==> config.mk <==
export PLATFORM = sky130hd
export DESIGN_NAME = joystick_event_conditioner
export DESIGN_NICKNAME = d
export VERILOG_FILES = /design/src/rtl/core/jec_pkg.sv /design/src/rtl/core/joystick_event_conditioner.sv /design/src/rtl/core/jec_axis_cond.sv
export SDC_FILE = /design/constraint.sdc
export NUM_CORES = 2
export LEC_CHECK = 0
export BUFFER_PORTS_ARGS = -buffer_cell sky130_fd_sc_hd__buf_2
export CAP_MARGIN = 20
export CORE_AREA = 5 5 272 274
export DETAILED_ROUTE_END_ITERATION = 10
export DIE_AREA = 0 0 277 279
export GPL_TIMING_DRIVEN = 1
export PLACE_DENSITY = 0.69
export SYNTH_ARGS = -nofsm -noshare
export SYNTH_HDL_FRONTEND = slang
export SYNTH_SLANG_ARGS = --single-unit
==> constraint.sdc <==
create_clock -name clk_i -period 6.9 [get_ports clk_i]
set_clock_uncertainty 0.15 [all_clocks]
set_input_delay 1.38 -clock clk_i [delete_from_list [all_inputs] [get_ports clk_i]]
set_output_delay 1.38 -clock clk_i [all_outputs]
set_load 0.02 [all_outputs]
==> src/rtl/core/jec_pkg.sv <==
// ----------------------------------------------------------------------------
// jec_pkg
// Shared constants for the joystick event conditioner: event type codes,
// item and record kinds, config register indexes and resets, saturation limits.
// ----------------------------------------------------------------------------
package jec_pkg;

  // event type codes after the init bit is masked off
  localparam logic [6:0] EVT_BUTTON = 7'd1;
  localparam logic [6:0] EVT_AXIS   = 7'd2;

  // item kinds on the input channel
  localparam logic KIND_TICK  = 1'b0;
  localparam logic KIND_EVENT = 1'b1;

  // record kinds on the output channel
  localparam logic REC_AXIS   = 1'b0;
  localparam logic REC_BUTTON = 1'b1;

  // configuration register indexes
  localparam int unsigned CFG_IDX_W = 2;
  localparam logic [CFG_IDX_W-1:0] CFG_DEADZONE = 2'd0;
  localparam logic [CFG_IDX_W-1:0] CFG_GAIN     = 2'd1;
  localparam logic [CFG_IDX_W-1:0] CFG_COALESCE = 2'd2;
  localparam logic [CFG_IDX_W-1:0] CFG_REPEAT   = 2'd3;

  // configuration reset values
  localparam logic [14:0] DEADZONE_RST = 15'd983;
  localparam logic [31:0] GAIN_RST     = 32'd67565;
  localparam logic [15:0] COALESCE_RST = 16'd20;
  localparam logic [15:0] REPEAT_RST   = 16'd0;

  // saturation limits of the Q1.15 result magnitude
  localparam logic [32:0] MAG_POS_LIM = 33'd32767;
  localparam logic [32:0] MAG_NEG_LIM = 33'd32768;

  // control handed from the conditioning pipe to the axis memory
  typedef struct packed {
    logic        valid;
    logic [4:0]  idx;
  } jec_wr_ctl_t;

endpackage

==> src/rtl/core/joystick_event_conditioner.sv <==
// ----------------------------------------------------------------------------
// joystick_event_conditioner
// Joystick event conditioning: deadzone, gain and coalescing of axis events,
// button tracking, repeat timing and snapshot publishing via an axis memory.
// ----------------------------------------------------------------------------
// Publish: an accepted publishing item first reads axis entry zero, then
//   sends one record per cycle (NUM_AXES + 1 records) unless stalled.
// Input: a tick without publish leaves the input free; an axis event stalls
//   it through the three-stage conditioning pipe and the memory write, and a
//   publish until its button record loads (single memory read port).
// Reset: registers return to their defaults and block state clears; axis
//   entries read as zero until written (per-entry valid bits, no sweep).
module joystick_event_conditioner #(
  parameter int unsigned NUM_AXES    = 8,
  parameter int unsigned NUM_BUTTONS = 16
) (
  input  logic                          clk_i,
  input  logic                          rst_ni,
  // input channel
  input  logic                          in_valid_i,
  output logic                          in_stall_o,
  input  logic                          kind_i,
  input  logic [7:0]                    event_type_i,
  input  logic [7:0]                    control_index_i,
  input  logic signed [15:0]            raw_value_i,
  input  logic [31:0]                   event_stamp_i,
  // output channel
  output logic                          out_valid_o,
  input  logic                          out_stall_i,
  output logic                          record_kind_o,
  output logic [2:0]                    axis_index_o,
  output logic signed [15:0]            axis_value_o,
  output logic [15:0]                   button_word_o,
  output logic [31:0]                   snapshot_stamp_o,
  output logic                          last_o,
  // configuration
  input  logic                          cfg_we_i,
  input  logic [jec_pkg::CFG_IDX_W-1:0] cfg_idx_i,
  input  logic [31:0]                   cfg_wdata_i
);
  import jec_pkg::*;

  localparam int unsigned AXW = (NUM_AXES > 1) ? $clog2(NUM_AXES) : 1;
  localparam int unsigned BTW = (NUM_BUTTONS > 1) ? $clog2(NUM_BUTTONS) : 1;

  typedef enum logic [2:0] {
    ST_IDLE,
    ST_COND,
    ST_PUB_RD,
    ST_PUB_AX,
    ST_PUB_BTN
  } state_e;

  state_e state_q;

  // configuration registers
  logic [14:0] deadzone_q;
  logic [31:0] gain_q;
  logic [15:0] coalesce_q;
  logic [15:0] repeat_q;

  // block state
  logic [NUM_BUTTONS-1:0] buttons_q;
  logic [31:0]            stamp_q;
  logic                   pending_q, pending_d;
  logic                   armed_q, armed_d;
  logic [15:0]            count_q, count_d;
  logic [AXW-1:0]         pub_idx_q;

  // output register
  logic               out_valid_q;
  logic               rec_kind_q;
  logic [2:0]         axis_index_q;
  logic signed [15:0] axis_value_q;
  logic [15:0]        button_word_q;
  logic [31:0]        snap_stamp_q;
  logic               last_q;

  // axis memory
  logic [15:0]         axis_mem [NUM_AXES];
  logic [NUM_AXES-1:0] axis_vld_q;
  logic [15:0]         rd_data_q;
  logic                rd_vld_q;
  logic                rd_en;
  logic [AXW-1:0]      rd_addr;

  // conditioning pipe
  jec_wr_ctl_t        cond_in, cond_out;
  logic signed [15:0] cond_value;

  logic       in_acc, can_load, out_load;
  logic [6:0] evt_type;
  logic       is_btn, is_axis, now, soon;

  assign in_stall_o = (state_q != ST_IDLE);
  assign in_acc     = in_valid_i && !in_stall_o;
  assign can_load   = !out_valid_q || !out_stall_i;
  assign out_load   = can_load && (state_q inside {ST_PUB_AX, ST_PUB_BTN});

  // decode of the accepted item
  always_comb begin
    evt_type = event_type_i[6:0];
    is_btn   = (kind_i == KIND_EVENT) && (evt_type == EVT_BUTTON)
               && (control_index_i < 8'(NUM_BUTTONS));
    is_axis  = (kind_i == KIND_EVENT) && (evt_type == EVT_AXIS)
               && (control_index_i < 8'(NUM_AXES));
  end

  // timer update, publish decision and arming
  always_comb begin
    now       = 1'b0;
    soon      = is_axis;
    pending_d = pending_q;
    armed_d   = armed_q;
    count_d   = count_q;
    if (kind_i == KIND_EVENT) begin
      now = is_btn;
    end else if (armed_q) begin
      if (count_q <= 16'd1) begin
        count_d = '0;
        now     = 1'b1;
      end else begin
        count_d = count_q - 16'd1;
      end
    end
    if (now) begin
      pending_d = 1'b0;
      armed_d   = 1'b0;
    end
    if (!pending_d && soon) begin
      count_d   = coalesce_q;
      pending_d = 1'b1;
      armed_d   = 1'b1;
    end
    if (!armed_d && (repeat_q != 16'd0)) begin
      count_d = repeat_q;
      armed_d = 1'b1;
    end
  end

  // conditioning pipe start
  always_comb begin
    cond_in       = '0;
    cond_in.valid = in_acc && is_axis;
    cond_in.idx   = 5'(control_index_i);
  end

  jec_axis_cond u_cond (
    .clk_i      (clk_i),
    .rst_ni     (rst_ni),
    .ctl_i      (cond_in),
    .value_i    (raw_value_i),
    .deadzone_i (deadzone_q),
    .gain_i     (gain_q),
    .ctl_o      (cond_out),
    .value_o    (cond_value)
  );

  // read port of the axis memory during publish
  always_comb begin
    rd_en   = 1'b0;
    rd_addr = pub_idx_q;
    if (state_q == ST_PUB_RD) begin
      rd_en   = 1'b1;
      rd_addr = '0;
    end else if ((state_q == ST_PUB_AX) && can_load
                 && (pub_idx_q != AXW'(NUM_AXES - 1))) begin
      rd_en   = 1'b1;
      rd_addr = pub_idx_q + AXW'(1);
    end
  end

  // axis memory storage
  always_ff @(posedge clk_i) begin
    if (cond_out.valid) begin
      axis_mem[cond_out.idx[AXW-1:0]] <= cond_value;
    end
    if (rd_en) begin
      rd_data_q <= axis_mem[rd_addr];
    end
  end

  // entry valid bits and read valid
  always_ff @(posedge clk_i or negedge rst_ni) begin
    if (!rst_ni) begin
      axis_vld_q <= '0;
      rd_vld_q   <= 1'b0;
    end else begin
      if (cond_out.valid) begin
        axis_vld_q[cond_out.idx[AXW-1:0]] <= 1'b1;
      end
      if (rd_en) begin
        rd_vld_q <= axis_vld_q[rd_addr];
      end
    end
  end

  // configuration registers
  always_ff @(posedge clk_i or negedge rst_ni) begin
    if (!rst_ni) begin
      deadzone_q <= DEADZONE_RST;
      gain_q     <= GAIN_RST;
      coalesce_q <= COALESCE_RST;
      repeat_q   <= REPEAT_RST;
    end else if (cfg_we_i) begin
      case (cfg_idx_i)
        CFG_DEADZONE: deadzone_q <= cfg_wdata_i[14:0];
        CFG_GAIN:     gain_q     <= cfg_wdata_i;
        CFG_COALESCE: coalesce_q <= cfg_wdata_i[15:0];
        CFG_REPEAT:   repeat_q   <= cfg_wdata_i[15:0];
        default: ;
      endcase
    end
  end

  // sequencer, block state and output register
  always_ff @(posedge clk_i or negedge rst_ni) begin
    if (!rst_ni) begin
      state_q       <= ST_IDLE;
      buttons_q     <= '0;
      stamp_q       <= '0;
      pending_q     <= 1'b0;
      armed_q       <= 1'b0;
      count_q       <= '0;
      pub_idx_q     <= '0;
      out_valid_q   <= 1'b0;
      rec_kind_q    <= REC_AXIS;
      axis_index_q  <= '0;
      axis_value_q  <= '0;
      button_word_q <= '0;
      snap_stamp_q  <= '0;
      last_q        <= 1'b0;
    end else begin
      // output valid: set on a record load, cleared once the record leaves
      if (out_load) begin
        out_valid_q <= 1'b1;
      end else if (out_valid_q && !out_stall_i) begin
        out_valid_q <= 1'b0;
      end
      case (state_q)
        ST_IDLE: begin
          if (in_acc) begin
            pending_q <= pending_d;
            armed_q   <= armed_d;
            count_q   <= count_d;
            if (kind_i == KIND_EVENT) begin
              stamp_q <= event_stamp_i;
            end
            if (is_btn) begin
              buttons_q[control_index_i[BTW-1:0]] <= (raw_value_i != 16'sd0);
            end
            if (now) begin
              state_q <= ST_PUB_RD;
            end else if (is_axis) begin
              state_q <= ST_COND;
            end
          end
        end
        ST_COND: begin
          if (cond_out.valid) begin
            state_q <= ST_IDLE;
          end
        end
        ST_PUB_RD: begin
          pub_idx_q <= '0;
          state_q   <= ST_PUB_AX;
        end
        ST_PUB_AX: begin
          if (can_load) begin
            rec_kind_q    <= REC_AXIS;
            axis_index_q  <= 3'(pub_idx_q);
            axis_value_q  <= rd_vld_q ? rd_data_q : 16'sd0;
            button_word_q <= '0;
            snap_stamp_q  <= stamp_q;
            last_q        <= 1'b0;
            if (pub_idx_q == AXW'(NUM_AXES - 1)) begin
              state_q <= ST_PUB_BTN;
            end else begin
              pub_idx_q <= pub_idx_q + AXW'(1);
            end
          end
        end
        ST_PUB_BTN: begin
          if (can_load) begin
            rec_kind_q    <= REC_BUTTON;
            axis_index_q  <= '0;
            axis_value_q  <= '0;
            button_word_q <= 16'(buttons_q);
            snap_stamp_q  <= stamp_q;
            last_q        <= 1'b1;
            state_q       <= ST_IDLE;
          end
        end
        default: state_q <= ST_IDLE;
      endcase
    end
  end

  assign out_valid_o      = out_valid_q;
  assign record_kind_o    = rec_kind_q;
  assign axis_index_o     = axis_index_q;
  assign axis_value_o     = axis_value_q;
  assign button_word_o    = button_word_q;
  assign snapshot_stamp_o = snap_stamp_q;
  assign last_o           = last_q;

  // memory writes only come back while the sequencer waits for them
  assert property (@(posedge clk_i) disable iff (!rst_ni)
    cond_out.valid |-> (state_q == ST_COND))
    else $error("axis write outside conditioning wait");

  // a pending coalesce always has its timer armed
  assert property (@(posedge clk_i) disable iff (!rst_ni)
    pending_q |-> armed_q)
    else $error("coalesce pending without armed timer");

  // a publish starts only from an idle block and reads entry zero first
  assert property (@(posedge clk_i) disable iff (!rst_ni)
    (state_q == ST_PUB_AX) && $past(state_q == ST_PUB_RD) |-> (pub_idx_q == '0))
    else $error("publish did not start at axis zero");

  // the button record closes every snapshot
  assert property (@(posedge clk_i) disable iff (!rst_ni)
    (out_valid_o && last_o) |-> (record_kind_o == REC_BUTTON))
    else $error("snapshot closed by an axis record");

endmodule

==> src/rtl/core/jec_axis_cond.sv <==
// ----------------------------------------------------------------------------
// jec_axis_cond
// Three-stage axis conditioning pipe: deadzone removal, gain multiply,
// rounding with inversion and saturation to Q1.15.
// ----------------------------------------------------------------------------
module jec_axis_cond (
  input  logic                clk_i,
  input  logic                rst_ni,
  input  jec_pkg::jec_wr_ctl_t ctl_i,
  input  logic signed [15:0]  value_i,
  input  logic [14:0]         deadzone_i,
  input  logic [31:0]         gain_i,
  output jec_pkg::jec_wr_ctl_t ctl_o,
  output logic signed [15:0]  value_o
);
  import jec_pkg::*;

  jec_wr_ctl_t        s1_ctl_q, s2_ctl_q, s3_ctl_q;
  logic [15:0]        s1_mag_q, s1_mag_d;
  logic               s1_pos_q, s1_pos_d;
  logic [47:0]        s2_prod_q;
  logic               s2_pos_q;
  logic signed [15:0] s3_val_q, s3_val_d;

  logic signed [17:0] v_ext, d_ext, a_val;
  logic [32:0]        m_val;

  // deadzone removal and magnitude
  always_comb begin
    v_ext    = 18'(value_i);
    d_ext    = $signed({3'b000, deadzone_i});
    a_val    = '0;
    s1_pos_d = 1'b0;
    if (v_ext > d_ext) begin
      a_val    = v_ext - d_ext;
      s1_pos_d = 1'b1;
    end else if (v_ext < -d_ext) begin
      a_val    = -(v_ext + d_ext);
    end
    s1_mag_d = a_val[15:0];
  end

  // round half up, invert and saturate
  always_comb begin
    m_val = 33'((49'(s2_prod_q) + 49'd32768) >> 16);
    if (s2_pos_q) begin
      if (m_val > MAG_NEG_LIM) s3_val_d = 16'sh8000;
      else                      s3_val_d = 16'(-m_val);
    end else begin
      if (m_val > MAG_POS_LIM) s3_val_d = 16'sh7fff;
      else                      s3_val_d = 16'(m_val);
    end
  end

  // pipe control
  always_ff @(posedge clk_i or negedge rst_ni) begin
    if (!rst_ni) begin
      s1_ctl_q <= '0;
      s2_ctl_q <= '0;
      s3_ctl_q <= '0;
    end else begin
      s1_ctl_q <= ctl_i;
      s2_ctl_q <= s1_ctl_q;
      s3_ctl_q <= s2_ctl_q;
    end
  end

  // pipe data
  always_ff @(posedge clk_i) begin
    s1_mag_q  <= s1_mag_d;
    s1_pos_q  <= s1_pos_d;
    s2_prod_q <= 48'(s1_mag_q) * 48'(gain_i);
    s2_pos_q  <= s1_pos_q;
    s3_val_q  <= s3_val_d;
  end

  assign ctl_o   = s3_ctl_q;
  assign value_o = s3_val_q;

endmodule
; ---- Word-level counts from Yosys, hierarchy flattened
; Memories as Yosys holds them, arrays and structs flattened. A register that Yosys moved wholly into a read port is not among the register bits.
; Index checks and enable logic that the tools add are counted.
[op_classes]
bitwise_logic = 1
order_cmp = 12
eq_ne = 19
reduce_logical = 42
n_addsub = 8
mux = 56
n_mul = 1
[ops]
columns = operator, n
row1 = $mux 16, 14
row2 = $pmux 16 s2, 2
row3 = $add 48x16->49 const B, 1
row4 = $mul 16x32->48, 1
row5 = $mux 3, 12
row6 = $gt 33x15->1 const B, 1
row7 = $gt 33x16->1 const B, 1
row8 = $neg 16->16, 2
row9 = $reduce_bool 16->1, 2
row10 = $mux 1, 20
row11 = $lt 16x18->1, 1
row12 = $neg 15->18, 1
row13 = $add 16x16->16, 1
row14 = $bwmux 16, 1
row15 = $gt 16x16->1, 1
row16 = $le 16x1->1 const B, 1
row17 = $sub 16x1->16 const B, 1
row18 = $sub 16x16->16, 1
row19 = $pmux 3 s5, 1
row20 = $logic_and 1x1->1, 14
row21 = $pmux 3 s2, 2
row22 = $reduce_and 2->1, 6
row23 = $reduce_and 3->1, 4
row24 = $lt 3x4->1 const B, 2
row25 = other kinds (31), 46
[totals]
elab_cells = 170
regBits = 323
ram_bits = 128
memories = 1
[memory_table]
columns = memory, words, width, rd, rd_ports_with_merged_regs, wr, line_no
row1 = axis_mem, 8, 16, 1, 1, 1, joystick_event_conditioner.sv:80  ; logic [15:0] axis_mem [NUM_AXES];

; ---- Longest topological paths before layout
[logic_depth]
depth_word = 12
depth_mapped = 25
mapped_depth_nobuf = 24

; ---- By module
; Synthesis repeated with hierarchy kept, for this count alone.
[hier_totals]
hier_cells = 3445
area_unflattened_um2 = 36258.5
[modules_own_cells]
columns = module, seq_area_each_um2, n_inst, cells_each, area_per_inst_um2
row1 = jec_axis_cond, 1791.7, 1, 2403, 20962.6
row2 = joystick_event_conditioner, 10079.7, 1, 1042, 15295.9

; ---- Worst setup path before layout
; Ideal clock, no wire load.
[synth_timing]
kind = register -> register
from = register gain_q[7]
to = register u_cond.s2_prod_q[47]
path_slack_ps = 103
setup_ps = 115
stages_incl_launch_ff = 21
synth_period_minus_slack_ps = 6797
arrival_ps = 6532
cell_sequence = dfstp_2 > clkbuf_1 > nand2_1 > fa_1 > inv_1 > fa_1 > fa_1 > fa_1 > fa_1 > fa_1 > ha_1 > a21oi_2 > nand2_1 > a2111oi_4 > a211oi_1 > nor4_1 > nor2_1 > a31oi_1 > nor3_1 > a2111o_1 > and3_1
[synth_via]
elab_chain_len = 1
[synth_lines]
columns = element, line_no
row1 = "start, declared", joystick_event_conditioner.sv:58  ; logic [31:0] gain_q;
row2 = "start signal, assigned", joystick_event_conditioner.sv:208  ; CFG_GAIN: gain_q <= cfg_wdata_i;
row3 = $mul 16x32->48, jec_axis_cond.sv:72  ; s2_prod_q <= 48'(s1_mag_q) * 48'(gain_i);
row4 = "end signal, assigned", jec_axis_cond.sv:72
row5 = "end, declared", jec_axis_cond.sv:21  ; logic [47:0] s2_prod_q;
; No other way between the ends.
; A chain may end at the register's enable or synchronous reset.

; ---- Worst setup path after layout
[layout_timing]
from = register gain_q[16]
to = register u_cond.s2_prod_q[47]
; The elaborated chain is that of the path after synthesis.

==> summary.md <==
## Outcome
- run status: completed

## GRT
- global-route usage over all layers: 20.2%
- GR Overflow Total: 0
- via count of the first global-routing pass: 25900
- wire length of the first global-routing pass: 131 mm
- largest net degree at the start of global routing: 140
- antenna violations before repair: 0

## Layout
- count of nets after finishing: 4438
- area grow syn2layout: 13.1%
- Layout fillers: 6217
- final instance area: 40000 µm²
- layout cells sized above 1: 16.6%
- utilization after layout: 56.2%
- area of combinational cells with multiple inputs: 21300 µm²
- FF+latch area: 11800 µm²

## Setup path
- minimum setup slack among reg-to-reg paths: 0.26 ns
- Worst Reg2Reg Path Length in Cells: 21
- worst-path maximum fanout: 6
- Critical Path Start Type: register
- most numerous cell on the critical path: sky130_fd_sc_hd__fa_1
- Crit path arrival time: 6.97 ns
- required time of the worst setup path: 7.23 ns
- largest delay contributor family on the critical path: adder cells
- slowest cell on the critical path: sky130_fd_sc_hd__dfstp_2
- origin of the critical flop-to-flop path: gain_q[16]
- Cell Chain, Critical Path: buf_12, nand2_1, fa_1, fa_1, fa_1, fa_1, fa_1, fa_1, inv_1, ha_1, a21o_1, a21oi_1, o221ai_2, o2111a_2, nor4_4, nor2_2, a31oi_2, nor3_1, buf_4, a2111o_1, and3_1
- Crit path buffers/inverters: 3
- worst r2r dst: u_cond.s2_prod_q[47]
- Setup crit end kind: register
- max incr delay on CP: 0.58 ns
- category of the most critical setup path: reg -> reg

## Worst hold path
- class of the tightest hold or removal check: reg -> reg
- Hold Crit Depth: 0
- launch instance of the worst min-delay path: u_cond.s1_pos_q
- Endpoint, Worst Hold: u_cond.s2_pos_q

## Place
- IO Port Bufs: 173
- final RePlAce weighted congestion: 0.857
- Area after DPL: 38300 µm²
- post-DP HPWL: 59.6 mm

## Logic synthesis
- Synth Register Bits: 452
- Most used DFF post-synth: sky130_fd_sc_hd__dfrtp_1
- post-synth cell types: 78
- post-synthesis share of cell area spent on full adders, half adders and majority gates: 30.3%
- synthesized-area fraction occupied by ao, oa, aoi and oai cells: 6.22%
- Async SR Flop Fraction: 53.3%
- Avg Synthesized Cell Area: 10.1 µm²
- number of enable-type register cells in the synthesized netlist: 144
- area fraction in and, or, nand and nor cells after synthesis: 15.9%
- nets in the synthesized netlist: 4206
- xor and xnor fraction of the mapped netlist area: 2.50%
- share of synthesized area spent on multiplexers: 5.03%
- gate count after technology mapping: 3497
- Synth Warn #: 0
- post-synthesis instance area: 35400 µm²
- largest family of logic cells by synthesized area: adder cells
- share of the yosys chip area belonging to registers: 33.1%

## CTS
- total clock buffers created by CTS: 47
- H-tree levels: 2
- CTS tree: built
- clock net sink count: 452
- maximum number of buffers from clock root to sink: 3
- cell at the root of the clock tree: sky130_fd_sc_hd__clkbuf_16
- source-to-sink clock delay at the later pin of the worst-skew pair: 0.61 ns
- clock edge transition at the registers on the reported setup and hold paths: 0.06 ns

## Run
- # Max-Cap Violations: 0

## Floorplan
- count of pins on the block boundary: 175
- Die Area: 77300 µm²
- core area: 71100 µm²
- die extent in y: 279 µm
- horizontal die dimension: 277 µm
- placement row count: 98
- initial core utilization: 49.7%

## Route
- Post-route DRC: 0
- average via count per standard cell: 5.28
- Pre-antenna DRT Iters: 7
- routed wire length per instance: 16.6 µm
- remaining number of nets flagged by the antenna check after routing: 0
- total length of routed wires: 78.5 mm
- violation count after the first detailed-routing iteration: 1514
- number of vias after detailed routing: 24900

## STA
- count of final hold-check violations: 0
- Max Clk Rate: 151 MHz
- minimum hold slack: 0.175 ns
- slew margin rel.: 28.3%
- count of final max-slew check failures: 0
- worst-margin pin slew: 1.07 ns
- # setup viols final: 0
- setup repair after global routing missed its margin: no
- Final Critical Period: 6.64 ns
- post-route fraction of the period consumed by the critical path: 96.2%

-- worst reg2reg max path, delay by kind of cell (launching register included) --
family          cells  cell delay, ns
simple gates        5            0.64
buf+inv             3            0.32
flops               1            0.58
compound gates      6            1.36
fa+ha+maj           7            3.45
-- layer usage --
metal | vias to the layer above | share of wire [%] | global-route usage, %
li1 | 11700 | - | -
met1 | 12500 | 44 | 27.8
met2 | 595 | 49 | 34.7
met3 | 117 | 5.1 | 2.63
met4 | 0 | 2.2 | 4.73
met5 | - | 0 | 0
-- worst max path at each step --
stage                             start              endpoint  cells after the start
global placement    u_cond.s1_mag_q[15]  u_cond.s2_prod_q[47]                     23
global route         u_cond.s1_mag_q[5]  u_cond.s2_prod_q[47]                     25
floorplan                     gain_q[7]  u_cond.s2_prod_q[47]                     20
finish                       gain_q[16]  u_cond.s2_prod_q[47]                     21
CTS                           gain_q[5]  u_cond.s2_prod_q[47]                     26
detailed placement  u_cond.s1_mag_q[15]  u_cond.s2_prod_q[47]                     22
-- flip-flops by register name, summed over array words and instances (netlist names), 32 cells and up --
name / count
stamp_q: 32
gain_q: 32
snapshot_stamp_o: 32
u_cond.s2_prod_q: 33
axis_mem: 128
-- per-stage QoR --
stage	setup TNS (ns)	worst slack, ns	cells
after floorplan	0	0.103	3497
after global placement	-0.0302	-0.0302	4624
after detailed placement	-0.123	-0.105	4624
after CTS	0	0.0117	4711
after global routing	0	0.0200	4717
final	0	0.263	4718
-- what timing repair did --
item	CTS	global route
gates resized for setup	3	29
gates cloned	0	1
endpoints found under the setup margin	2	8
pin swaps	0	7
setup buffers	0	5
hold buffers	0	0
-- cell usage in the layout, fill, tap and decap left out, types with 11 or more instances in the layout --
cell / n
sky130_fd_sc_hd__a21oi_1: 67
sky130_fd_sc_hd__nand4_1: 24
sky130_fd_sc_hd__o21ai_0: 133
sky130_fd_sc_hd__nand2b_1: 12
sky130_fd_sc_hd__dfxtp_1: 59
sky130_fd_sc_hd__buf_2: 172
sky130_fd_sc_hd__dfrtp_1: 214
sky130_fd_sc_hd__ha_1: 186
sky130_fd_sc_hd__buf_12: 22
sky130_fd_sc_hd__fa_1: 419
sky130_fd_sc_hd__buf_4: 131
sky130_fd_sc_hd__clkbuf_16: 48
sky130_fd_sc_hd__nand2_1: 602
sky130_fd_sc_hd__nor2_1: 59
sky130_fd_sc_hd__xnor2_1: 75
sky130_fd_sc_hd__or2_2: 11
sky130_fd_sc_hd__a21o_1: 30
sky130_fd_sc_hd__nand3_1: 142
sky130_fd_sc_hd__nor2b_1: 11
sky130_fd_sc_hd__xor2_1: 26
sky130_fd_sc_hd__dfstp_2: 20
sky130_fd_sc_hd__edfxtp_1: 144
sky130_fd_sc_hd__and2_1: 209
sky130_fd_sc_hd__nor4_1: 21
sky130_fd_sc_hd__mux2_2: 147
sky130_fd_sc_hd__nor3_1: 38
sky130_fd_sc_hd__o311ai_0: 12
sky130_fd_sc_hd__inv_1: 496
sky130_fd_sc_hd__o21bai_1: 12
sky130_fd_sc_hd__clkbuf_1: 19
sky130_fd_sc_hd__a22o_1: 17
-- synth_stat cells (5+ instances only) --
library cell	number	area share (%)
sky130_fd_sc_hd__nand2_1	603	6.4
sky130_fd_sc_hd__inv_1	496	5.3
sky130_fd_sc_hd__fa_1	419	24
sky130_fd_sc_hd__dfrtp_1	221	16
sky130_fd_sc_hd__and2_1	210	3.7
sky130_fd_sc_hd__ha_1	186	6.6
sky130_fd_sc_hd__mux2_2	147	4.7
sky130_fd_sc_hd__edfxtp_1	144	12
sky130_fd_sc_hd__nand3_1	142	2.0
sky130_fd_sc_hd__o21ai_0	133	1.9
sky130_fd_sc_hd__clkbuf_1	129	1.4
sky130_fd_sc_hd__xnor2_1	75	1.9
sky130_fd_sc_hd__a21oi_1	69	0.98
sky130_fd_sc_hd__dfxtp_1	67	3.8
sky130_fd_sc_hd__nor2_1	60	0.64
sky130_fd_sc_hd__nor3_1	40	0.57
sky130_fd_sc_hd__a21o_1	30	0.64
sky130_fd_sc_hd__xor2_1	26	0.64
sky130_fd_sc_hd__nand4_1	24	0.42
sky130_fd_sc_hd__nor4_1	22	0.39
sky130_fd_sc_hd__dfstp_2	20	1.5
sky130_fd_sc_hd__a22o_1	17	0.42
sky130_fd_sc_hd__buf_1	12	0.13
sky130_fd_sc_hd__nand2b_1	12	0.21
sky130_fd_sc_hd__o21bai_1	12	0.25
sky130_fd_sc_hd__o311ai_0	12	0.30
sky130_fd_sc_hd__mux2i_1	11	0.31
sky130_fd_sc_hd__nor2b_1	11	0.19
sky130_fd_sc_hd__or2_2	11	0.19
sky130_fd_sc_hd__and3_1	10	0.18
sky130_fd_sc_hd__a211oi_1	8	0.17
sky130_fd_sc_hd__o22ai_1	8	0.14
sky130_fd_sc_hd__a31oi_1	7	0.12
sky130_fd_sc_hd__nand3b_1	7	0.15
sky130_fd_sc_hd__o21a_1	7	0.15
sky130_fd_sc_hd__o31ai_1	7	0.15
sky130_fd_sc_hd__a31o_2	5	0.12
sky130_fd_sc_hd__o211ai_1	5	0.11
-- cell type report --
type                       instances  area share [%]
timing repair buffer             331            5.93
multi-input combinational       2399            53.2
sequential                       452            29.4
tap                              950            2.97
inverter                         498            4.67
antenna                            1         0.00626
clock buffer                      70            3.26
clock inverter                    17           0.554
-- cell families after synthesis --
logic type                 count (synthesis)
muxes                                    159
adders and majority gates                605
AOI/OAI and AO/OA                        349
DFF                                      452
and+or+nand+nor                         1185
buffers and inverters                    646
xor gates and xnor gates                 101
Power is left out: the tool's default activity adds up to more than one toggle a clock period on the data nets, which glitch-free logic cannot reach.
